===== config.mk =====
export PLATFORM = sky130hd
export DESIGN_NAME = lease_task_dispatcher
export DESIGN_NICKNAME = d
export VERILOG_FILES = /design/src/rtl/ltd_pkg.sv /design/src/rtl/lease_task_dispatcher.sv /design/src/rtl/ltd_lease_cmp.sv
export SDC_FILE = /design/constraint.sdc
export NUM_CORES = 2
export LEC_CHECK = 0
export BUFFER_PORTS_ARGS = -buffer_cell sky130_fd_sc_hd__buf_2
export CAP_MARGIN = 20
export CORE_MARGIN = 2
export CORE_UTILIZATION = 45
export CTS_CLUSTER_DIAMETER = 40
export DETAILED_ROUTE_END_ITERATION = 10
export MAX_ROUTING_LAYER = met4
export PLACE_DENSITY = 0.67
export RECOVER_POWER = 25
export SLEW_MARGIN = 0
export SYNTH_ARGS = -nofsm -noshare
export SYNTH_HDL_FRONTEND = slang
export SYNTH_SLANG_ARGS = --single-unit

===== constraint.sdc =====
create_clock -name clk -period 11.3 [get_ports clk]
set_clock_uncertainty 0.15 [all_clocks]
set_input_delay 3.39 -clock clk [delete_from_list [all_inputs] [get_ports clk]]
set_output_delay 3.39 -clock clk [all_outputs]
set_load 0.005 [all_outputs]

===== src/rtl/ltd_pkg.sv =====
// Package for the lease task dispatcher: action and reply codes, register
// indexes, reset values, default sizes, task status type. No dependencies.
package ltd_pkg;

  localparam int DEF_MAX_MAP    = 64;
  localparam int DEF_MAX_REDUCE = 16;
  localparam int DEF_TIME_BITS  = 32;

  localparam int LEASE_W    = 16;
  localparam int MAP_CNT_W  = 7;
  localparam int RED_CNT_W  = 5;
  localparam int CFG_DATA_W = 16;
  localparam int CFG_IDX_W  = 2;
  localparam int TASK_IX_W  = 6;
  localparam int ACTION_W   = 2;
  localparam int REPLY_W    = 3;

  // register indexes
  localparam logic [CFG_IDX_W-1:0] CFG_MAP_COUNT = 2'd0;
  localparam logic [CFG_IDX_W-1:0] CFG_RED_COUNT = 2'd1;
  localparam logic [CFG_IDX_W-1:0] CFG_LEASE     = 2'd2;

  localparam logic [MAP_CNT_W-1:0] RST_MAP_COUNT = 7'd8;
  localparam logic [RED_CNT_W-1:0] RST_RED_COUNT = 5'd10;
  localparam logic [LEASE_W-1:0]   RST_LEASE     = 16'd10;

  // actions
  localparam logic [ACTION_W-1:0] ACT_TICK     = 2'd0;
  localparam logic [ACTION_W-1:0] ACT_REQUEST  = 2'd1;
  localparam logic [ACTION_W-1:0] ACT_MAP_DONE = 2'd2;
  localparam logic [ACTION_W-1:0] ACT_RED_DONE = 2'd3;

  // replies
  localparam logic [REPLY_W-1:0] REPLY_NONE   = 3'd0;
  localparam logic [REPLY_W-1:0] REPLY_MAP    = 3'd1;
  localparam logic [REPLY_W-1:0] REPLY_REDUCE = 3'd2;
  localparam logic [REPLY_W-1:0] REPLY_WAIT   = 3'd3;
  localparam logic [REPLY_W-1:0] REPLY_ALL    = 3'd4;

  // status bits of one task as seen by the lease checker
  typedef struct packed {
    logic issued;
    logic done;
  } task_status_t;

endpackage


===== src/rtl/lease_task_dispatcher.sv =====
// Lease task dispatcher top level: sequencer, task status bits, issue-time
// memory and output register. Depends on ltd_pkg and ltd_lease_cmp.
//
// Usage:
//  Input channel s_axis_*: tuser carries the action (tick, request, map done,
//  reduce done), tdata carries the reported task index. Output channel
//  m_axis_*: one reply item per input item, tuser is the reply kind, tdata
//  holds the assigned index and the two completion flags.
//  Configuration: cfg_wr_en/cfg_index/cfg_data write the map count, reduce
//  count and lease length; write only while the block is idle.
//  Timing: one item at a time. Every item runs a flag pass over L status
//  entries, L = max(map count in use, reduce count in use), one status entry
//  a cycle. A request then scans its phase's tasks through the read port of
//  the issue-time memory and the single lease checker, one task a cycle
//  via a registered read, stopping at the first free task or at the end
//  of the N tasks of the phase. The output register is loaded last.
//  Reset clears all status bits, the tick counter and the output valid flag;
//  issue times need no clearing since they matter only for issued tasks.
//  The output register holds a reply while the receiver stalls; the next item
//  is accepted meanwhile and waits in the last step until the register frees.
module lease_task_dispatcher import ltd_pkg::*; #(
  parameter int MAX_MAP    = DEF_MAX_MAP,
  parameter int MAX_REDUCE = DEF_MAX_REDUCE,
  parameter int TIME_BITS  = DEF_TIME_BITS
) (
  input  logic                  clk,
  input  logic                  rst,
  input  logic                  s_axis_tvalid,
  output logic                  s_axis_tready,
  input  logic [7:0]            s_axis_tdata,   // [5:0] task_index, [7:6] zero
  input  logic [ACTION_W-1:0]   s_axis_tuser,   // [1:0] action
  output logic                  m_axis_tvalid,
  input  logic                  m_axis_tready,
  output logic [7:0]            m_axis_tdata,   // [5:0] assigned_index,
                                                // [6] maps_complete,
                                                // [7] reduces_complete
  output logic [REPLY_W-1:0]    m_axis_tuser,   // [2:0] reply_kind
  input  logic                  cfg_wr_en,
  input  logic [CFG_IDX_W-1:0]  cfg_index,
  input  logic [CFG_DATA_W-1:0] cfg_data
);

  localparam int MAX_ALL = MAX_MAP > MAX_REDUCE ? MAX_MAP : MAX_REDUCE;
  localparam int SCW     = $clog2(MAX_ALL + 1);
  localparam int MIW     = MAX_MAP > 1 ? $clog2(MAX_MAP) : 1;
  localparam int RIW     = MAX_REDUCE > 1 ? $clog2(MAX_REDUCE) : 1;
  localparam int IXW     = SCW > MAP_CNT_W ? SCW : MAP_CNT_W;
  localparam int DEPTH   = MAX_MAP + MAX_REDUCE;
  localparam int AW      = $clog2(DEPTH);

  localparam logic [1:0] S_IDLE  = 2'd0;
  localparam logic [1:0] S_FLAGS = 2'd1;
  localparam logic [1:0] S_SCAN  = 2'd2;
  localparam logic [1:0] S_DONE  = 2'd3;

  logic [1:0]            state;
  logic [MAP_CNT_W-1:0]  map_task_count;
  logic [RED_CNT_W-1:0]  reduce_task_count;
  logic [LEASE_W-1:0]    lease_ticks;
  logic [TIME_BITS-1:0]  tick_count;
  logic [MAX_MAP-1:0]    map_done;
  logic [MAX_MAP-1:0]    map_issued;
  logic [MAX_REDUCE-1:0] reduce_done;
  logic [MAX_REDUCE-1:0] reduce_issued;

  logic [ACTION_W-1:0]   act;
  logic [SCW-1:0]        scan_i;    // flag pass index, also request read pointer
  logic                  mflag;
  logic                  rflag;
  logic                  phase;     // 0 map, 1 reduce
  logic                  bv;
  logic [SCW-1:0]        bi;
  logic [REPLY_W-1:0]    res_kind;
  logic [TASK_IX_W-1:0]  res_idx;

  logic [TIME_BITS-1:0]  mem [DEPTH];
  logic [TIME_BITS-1:0]  rd_data;
  logic [AW-1:0]         rd_addr;
  logic [AW-1:0]         wr_addr;
  logic                  rd_en;

  logic [SCW-1:0]        nm_use;
  logic [SCW-1:0]        nr_use;
  logic [SCW-1:0]        lim;
  logic [SCW-1:0]        n_scan;
  logic                  m_ok;
  logic                  r_ok;
  task_status_t          cur_status;
  logic                  free;
  logic                  hit;
  logic                  in_acc;
  logic                  out_load;
  logic [IXW-1:0]        tix;

  assign in_acc        = s_axis_tvalid && s_axis_tready;
  assign s_axis_tready = (state == S_IDLE);
  assign tix           = IXW'(s_axis_tdata[TASK_IX_W-1:0]);

  always_comb begin
    if (IXW'(map_task_count) > IXW'(MAX_MAP)) nm_use = SCW'(MAX_MAP);
    else nm_use = SCW'(map_task_count);
    if (IXW'(reduce_task_count) > IXW'(MAX_REDUCE)) nr_use = SCW'(MAX_REDUCE);
    else nr_use = SCW'(reduce_task_count);
    lim    = (nm_use > nr_use) ? nm_use : nr_use;
    n_scan = phase ? nr_use : nm_use;
    // entries beyond the count in use count as complete
    m_ok   = (scan_i >= nm_use) || map_done[scan_i[MIW-1:0]];
    r_ok   = (scan_i >= nr_use) || reduce_done[scan_i[RIW-1:0]];
    if (phase) begin
      cur_status.issued = reduce_issued[bi[RIW-1:0]];
      cur_status.done   = reduce_done[bi[RIW-1:0]];
    end else begin
      cur_status.issued = map_issued[bi[MIW-1:0]];
      cur_status.done   = map_done[bi[MIW-1:0]];
    end
    rd_en    = (state == S_SCAN) && (scan_i < n_scan);
    rd_addr  = phase ? AW'(MAX_MAP) + AW'(scan_i) : AW'(scan_i);
    wr_addr  = phase ? AW'(MAX_MAP) + AW'(bi) : AW'(bi);
    hit      = (state == S_SCAN) && bv && free;
    out_load = (state == S_DONE) && (!m_axis_tvalid || m_axis_tready);
  end

  ltd_lease_cmp #(
    .TIME_BITS(TIME_BITS)
  ) u_lease_cmp (
    .now      (tick_count),
    .issued_at(rd_data),
    .lease    (lease_ticks),
    .status   (cur_status),
    .free     (free)
  );

  // issue-time memory: one read and one write port
  always_ff @(posedge clk) begin
    if (rd_en) begin
      rd_data <= mem[rd_addr];
    end
    if (hit) begin
      mem[wr_addr] <= tick_count;
    end
  end

  always_ff @(posedge clk) begin
    if (rst) begin
      state             <= S_IDLE;
      map_task_count    <= RST_MAP_COUNT;
      reduce_task_count <= RST_RED_COUNT;
      lease_ticks       <= RST_LEASE;
      tick_count        <= '0;
      map_done          <= '0;
      map_issued        <= '0;
      reduce_done       <= '0;
      reduce_issued     <= '0;
      m_axis_tvalid     <= 1'b0;
      act               <= ACT_TICK;
      scan_i            <= '0;
      mflag             <= 1'b0;
      rflag             <= 1'b0;
      phase             <= 1'b0;
      bv                <= 1'b0;
      bi                <= '0;
    end else begin
      if (cfg_wr_en) begin
        case (cfg_index)
          CFG_MAP_COUNT: map_task_count    <= cfg_data[MAP_CNT_W-1:0];
          CFG_RED_COUNT: reduce_task_count <= cfg_data[RED_CNT_W-1:0];
          CFG_LEASE:     lease_ticks       <= cfg_data[LEASE_W-1:0];
          default: ;
        endcase
      end

      if (out_load) begin
        m_axis_tvalid <= 1'b1;
      end else if (m_axis_tready) begin
        m_axis_tvalid <= 1'b0;
      end

      case (state)
        S_IDLE: begin
          if (in_acc) begin
            act    <= s_axis_tuser;
            scan_i <= '0;
            mflag  <= 1'b1;
            rflag  <= 1'b1;
            case (s_axis_tuser)
              ACT_TICK: tick_count <= tick_count + 1'b1;
              ACT_MAP_DONE: begin
                if (tix < IXW'(nm_use)) map_done[tix[MIW-1:0]] <= 1'b1;
              end
              ACT_RED_DONE: begin
                if (tix < IXW'(nr_use)) reduce_done[tix[RIW-1:0]] <= 1'b1;
              end
              default: ;
            endcase
            state <= S_FLAGS;
          end
        end
        S_FLAGS: begin
          // requests leave the done bits alone, so these flags hold before
          // and after the item
          if (scan_i == lim) begin
            scan_i <= '0;
            bv     <= 1'b0;
            if (act == ACT_REQUEST) begin
              phase <= mflag;
              state <= S_SCAN;
            end else begin
              res_kind <= REPLY_NONE;
              res_idx  <= '0;
              state    <= S_DONE;
            end
          end else begin
            mflag  <= mflag && m_ok;
            rflag  <= rflag && r_ok;
            scan_i <= scan_i + 1'b1;
          end
        end
        S_SCAN: begin
          if (hit) begin
            if (phase) reduce_issued[bi[RIW-1:0]] <= 1'b1;
            else map_issued[bi[MIW-1:0]] <= 1'b1;
            res_kind <= phase ? REPLY_REDUCE : REPLY_MAP;
            res_idx  <= TASK_IX_W'(IXW'(bi));
            bv       <= 1'b0;
            state    <= S_DONE;
          end else if (rd_en) begin
            bv     <= 1'b1;
            bi     <= scan_i;
            scan_i <= scan_i + 1'b1;
          end else if (bv) begin
            bv <= 1'b0;
          end else begin
            res_kind <= (phase && rflag) ? REPLY_ALL : REPLY_WAIT;
            res_idx  <= '0;
            state    <= S_DONE;
          end
        end
        S_DONE: begin
          if (out_load) begin
            m_axis_tuser  <= res_kind;
            m_axis_tdata  <= {rflag, mflag, res_idx};
            state         <= S_IDLE;
          end
        end
        default: state <= S_IDLE;
      endcase
    end
  end

  a_map_reply_phase: assert property (@(posedge clk) disable iff (rst)
    (m_axis_tvalid && m_axis_tuser == REPLY_MAP) |-> !m_axis_tdata[6])
    else $error("map task handed out after all maps complete");

  a_reduce_reply_phase: assert property (@(posedge clk) disable iff (rst)
    (m_axis_tvalid && m_axis_tuser == REPLY_REDUCE) |->
      (m_axis_tdata[6] && !m_axis_tdata[7]))
    else $error("reduce task handed out in wrong phase");

  a_all_done_flags: assert property (@(posedge clk) disable iff (rst)
    (m_axis_tvalid && m_axis_tuser == REPLY_ALL) |->
      (m_axis_tdata[6] && m_axis_tdata[7]))
    else $error("all-done reply with incomplete tasks");

  a_flag_pass_bound: assert property (@(posedge clk) disable iff (rst)
    (state == S_FLAGS) |-> (scan_i <= lim))
    else $error("flag pass ran past the task limit");

  a_hit_marks_issued: assert property (@(posedge clk) disable iff (rst)
    (hit && !phase) |=> map_issued[$past(bi[MIW-1:0])])
    else $error("assigned map task not marked issued");

endmodule


===== src/rtl/ltd_lease_cmp.sv =====
// Lease checker: decides whether one task may be handed out now.
// Depends on ltd_pkg.
module ltd_lease_cmp import ltd_pkg::*; #(
  parameter int TIME_BITS = DEF_TIME_BITS
) (
  input  logic [TIME_BITS-1:0] now,
  input  logic [TIME_BITS-1:0] issued_at,
  input  logic [LEASE_W-1:0]   lease,
  input  task_status_t         status,
  output logic                 free
);

  localparam int CW = TIME_BITS > LEASE_W ? TIME_BITS : LEASE_W;

  logic [TIME_BITS-1:0] age;
  logic                 expired;

  // age wraps modulo 2^TIME_BITS
  assign age     = now - issued_at;
  assign expired = CW'(age) > CW'(lease);
  assign free    = !status.done && (!status.issued || expired);

endmodule

# == Word-level counts from Yosys, hierarchy flattened ==
# Memories as Yosys holds them, arrays and structs flattened. A register that Yosys moved wholly into a read port is not among the register bits.
# Cells that the tools add are included.
# totals
reg_bits,263
word_cells,182
memories,1
ramBits,2560
# classes
addsub,5
magnitude_cmp,19
eq_ne,18
mux,67
reduce_logical,44
n_bitwise,7
# mem_list
memory,words,word_bits,read_ports,rd_clocked_by_memory_dff,write_ports,line_no,rtl
mem,80,32,1,1,1,lease_task_dispatcher.sv:76,logic [TIME_BITS-1:0] mem [DEPTH];
# op_table
op,n
$or A64 B64 Y64,2
$mux W7,9
$add A32 B1 Y32 const B,1
$gt A32 B16 Y1,1
$or A16 B16 Y16,2
$sub A32 B32 Y32,1
$mux W6,5
$lt A6 B7 Y1 const B,3
$mux W1,21
$pmux W7 S3,1
$reduce_and A3 Y1,7
$bmux W1 S6,3
$mux W3,6
$mux W2,8
$lt A4 B5 Y1 const B,3
$add A7 B7 Y7 const A,2
$ge A7 B7 Y1,2
$lt A6 B7 Y1,2
$logic_and A1 B1 Y1,13
$bmux W1 S4,3
$demux W1 S6,2
$ge A6 B1 Y1 const B,2
$ne A2 B2 Y1 const B,6
$pmux W6 S2,1
other kinds (26),54

# == Longest topological paths before layout ==
# depth
depth_word,9
mapped_depth,23
depth_no_buf,20

# == Cells and area by module ==
# From an unflattened synthesis, not the netlist that was laid out.
# hier_totals
cells_unflattened,5464
area_unflattened_um2,112935.8
# by_module_without_submodules
module,instances,cells_each,seq_area_each_um2,area_per_inst_um2
lease_task_dispatcher,1,5113,83299.9,110527.3
ltd_lease_cmp,1,351,0.0,2408.6

# == Worst setup path after synthesis ==
# Ideal clock, no wire load.
# synth_path
kind,reg2reg
from,register tick_count[0]
to,"memory mem[34][0] (netlist name), enable pin"
t_arrival_ns,7.163
setup_time_ns,0.461
n_path_buf,3
stages_incl_launch_ff,23
t_required_ns,10.689
setup_slack_ns,3.526
synth_period_minus_slack_ns,7.774
path_cell_list,dfxtp_1 -> inv_1 -> ha_1 -> fa_1 -> nand2b_1 -> a21o_1 -> a21oi_1 -> or2_2 -> a21boi_0 -> xnor2_1 -> ha_1 -> nand4_1 -> a2111oi_0 -> nor4_1 -> o22a_1 -> o2111ai_1 -> or4_1 -> or4_1 -> buf_2 -> nand2_1 -> buf_2 -> buf_4 -> nor3_1
# synth_via
elab_chain_cells,7
# synth_rtl
item,line_no,rtl
start: declaration,lease_task_dispatcher.sv:60,logic [TIME_BITS-1:0] tick_count;
start signal: assignment,lease_task_dispatcher.sv:186,ACT_TICK: tick_count <= tick_count + 1'b1;
$sub A32 B32 Y32,ltd_lease_cmp.sv:19,assign age = now - issued_at;
$gt A32 B16 Y1,ltd_lease_cmp.sv:20,assign expired = CW'(age) > CW'(lease);
$logic_or A1 B1 Y1,ltd_lease_cmp.sv:21,assign free = !status.done && (!status.issued || expired);
$logic_and A1 B1 Y1,ltd_lease_cmp.sv:21,
$logic_and A1 B1 Y1,lease_task_dispatcher.sv:119,hit = (state == S_SCAN) && bv && free;
$mux W1,lease_task_dispatcher.sv:138,if (hit) begin
$mux W1 (not written as such),lease_task_dispatcher.sv:139,mem[wr_addr] <= tick_count;
end: declaration,lease_task_dispatcher.sv:76,
# Every way passes these cells.

# == Final worst setup path ==
# layout_path
from,register tick_count[24]
to,"memory mem[46][4] (netlist name), enable pin"
# Same word-level chain as after synthesis.

==> results.md <==
- DIE AREA: 257000 µm²
- Setup violators final: 0
- Pleak: 0.0363 µW
- Rel. slew slack: -208%
- Clock sinks: 2855
- Sequential fraction of the synthesis area: 73.3%
- Remaining antenna violation count: 0
- Yosys warns: 0
- Total power: 24000 µW
- Final HPWL DP: 150000 µm
- Post-Route M1 WL: 112000 µm
- WL met3: 28000 µm
- Post-synth EDFFs: 2612
- Tightest Pin Transition: 4.62 ns
- Io pins: 46
- Buffer count from post-CTS setup fixing: 0
- DRT iter0 DRCs: 7843
- Worst-skew pair later-pin latency: 0.97 ns
- Met2 WL: 134000 µm
- DR top layer: met4
- Setup CP Type: reg -> reg
- Clock Path Buffers: 4
- Total GRT Usage: 22.6%
- CP required: 11.71 ns
- DRT Wirelength: 282000 µm
- CTS Buf Count: 360
- Synth Net Count: 5689
- Height of the die: 507 µm
- Final Hold Violating Endpoints: 0
- Ys async rst share: 0%
- Synth cell types: 80
- Root Driver: clkbuf_16
- Initial core utilization: 45.2%
- Synthesized area: 114000 µm²
- Max frequency: 104 MHz
- Cell depth of the worst flop-to-flop path: 12
- Port bufs: 43
- Drt first pass iters: 6
- Largest net degree at the start of global routing: 129
- Post-layout min period: 9.58 ns
- # hold bufs at CTS: 0
- Most used DFF post-synth: edfxtp_1
- Vias in the first global route: 57500
- Area Growth Syn to Fin: 14.8%
- CP max FO: 86
- RSZ-0062 raised after global routing: false
- Status: complete, but fails checks
- Row Count: 184
- Crit start category: flop
- R2R setup slack: 1.72 ns
- Placement Cell Area: 119000 µm²
- Setup TNS: 0 ns
- CTS clock-pin slew for the worst setup and hold paths: 0.06 ns
- Drt via density: 6.09
- Final Util: 51.9%
- Fin area: 130000 µm²
- Post-CTS resize count: 0
- Syn_area_per_cell: 20.4 µm²
- Max cap viols: 22
- Gr ovfl total: 0
- H-tree depth: 5
- Worst min path class: reg -> reg
- Seq cells post-synth: 2855
- First-pass GRT wire length: 405000 µm
- Commonest cells after routing, fill and taps aside: edfxtp_1 (2612), mux4_2 (895), clkbuf_16 (369), nand2_1 (235), dfxtp_1 (225)
- Synth top area share: 69.0%
- Failing checks: max-capacitance violations, max-slew violations
- Area contributors post-synth: edfxtp_1 (69%), mux4_2 (18%), dfxtp_1 (4.3%)
- P per Cell Area: 184 nW/µm²
- Most common cell after layout, fill and taps aside: edfxtp_1
- Cells after synthesis: 5570
- Vias: 57700
- Fin nets: 5951
- Wire per inst: 29.8 µm
- Gpl congestion: 0.876
- Initial antenna violation count: 27
- Arr. time, crit path: 9.99 ns
- Worst Hold Depth: 2
- Core area: 251000 µm²
- VDD IR max: 0.000212 V
- Die Width: 507 µm
- Cell type with the largest total area after synthesis: edfxtp_1
- Residual DRC count: 0
- Crit end category: flop
- Slew Viols, Final: 1862
- Layout cells sized above 1: 29.4%
- Final Cycle Share: 84.8%
- CTS tree: yes
==> final timing paths <==
check	from	end
worst max-delay path	tick_count[24]$_SDFFE_PP0P_	mem[46][4]$_DFFE_PP_
worst min register to register	map_issued[4]$_SDFFE_PP0P_	map_issued[4]$_SDFFE_PP0P_
worst max register to register	tick_count[24]$_SDFFE_PP0P_	mem[46][4]$_DFFE_PP_
worst min-delay path	map_issued[4]$_SDFFE_PP0P_	map_issued[4]$_SDFFE_PP0P_
==> report_power, final <==
part	leakage (µW)	switching [µW]	total (µW)	internal [µW]
logic	0.00795	720	1290	567
clock network	0.00569	4480	11200	6760
registers	0.0227	36.7	11500	11400
==> logic make-up after synthesis <==
group | synth area share (%)
and+or+nand+nor | 3.08
DFF | 73.3
adders and majority gates | 0.953
muxes | 18.1
AOI/OAI and AO/OA | 2.59
buffers and inverters | 1.54
xor gates and xnor gates | 0.385
==> state kept, by name, summed over array words and instances (netlist names), 16 cells and up <==
name and cells:
mem 2560, map_done 64, map_issued 64, rd_data 32, tick_count 32, lease_ticks 16
reduce_done 16, reduce_issued 16
==> metal layers <==
metal	GRT usage, %	vias up
met3	4.54	506
li1	-	23800
met5	-	-
met4	6.96	0
met1	31.0	30500
met2	34.2	2897
==> worst max-delay path, cell delays in order (launching register included) <==
cell and delay (ns):
dfxtp_1 0.30, clkbuf_1 3.09, ha_1 0.68, nand4_1 0.30
a2111oi_0 0.92, o31ai_1 0.22, a21oi_1 0.23, nand2b_1 0.12
or4_1 0.53, nand2_4 0.56, buf_4 0.52, nor3_2 0.88
buf_4 0.59
==> stage by stage <==
stage / cells / setup WS [ns] / hold slack (ns)
floorplan: 5570 / 3.53 / 0.250
global placement: 8814 / 2.98 / 0.288
detailed placement: 8815 / 2.82 / 0.295
CTS: 9450 / 2.83 / 0.303
global route: 9458 / 1.23 / 0.313
finish: 9469 / 1.72 / 0.304
==> cell usage after synthesis (13+ instances only) <==
cell type,n
o211ai_1,16
buf_2,18
buf_1,82
o21a_1,14
ha_1,85
dfxtp_1,243
clkbuf_1,198
xor2_1,31
inv_1,121
mux2i_1,33
nand3_1,47
and3_1,13
nand2_1,236
nor2_1,214
edfxtp_1,2612
o21ai_0,54
mux4_2,895
a21oi_1,172
o32ai_1,45
xnor2_1,19
a22o_1,36
nand2b_1,15
nor3_1,108
nand4_1,35
a21o_1,22
nor2b_1,15
==> final cells by class <==
type | count | area, µm²
flip-flops and latches | 2855 | 83300
clock inverters | 231 | 2390
well taps | 3348 | 4190
clock buffers | 404 | 9390
multi-input cells | 2277 | 29100
inverters | 125 | 469
repair buffers | 213 | 1560
fillers | 19300 | 121000
diodes | 16 | 40.0
(Power assumes the default switching activity.)
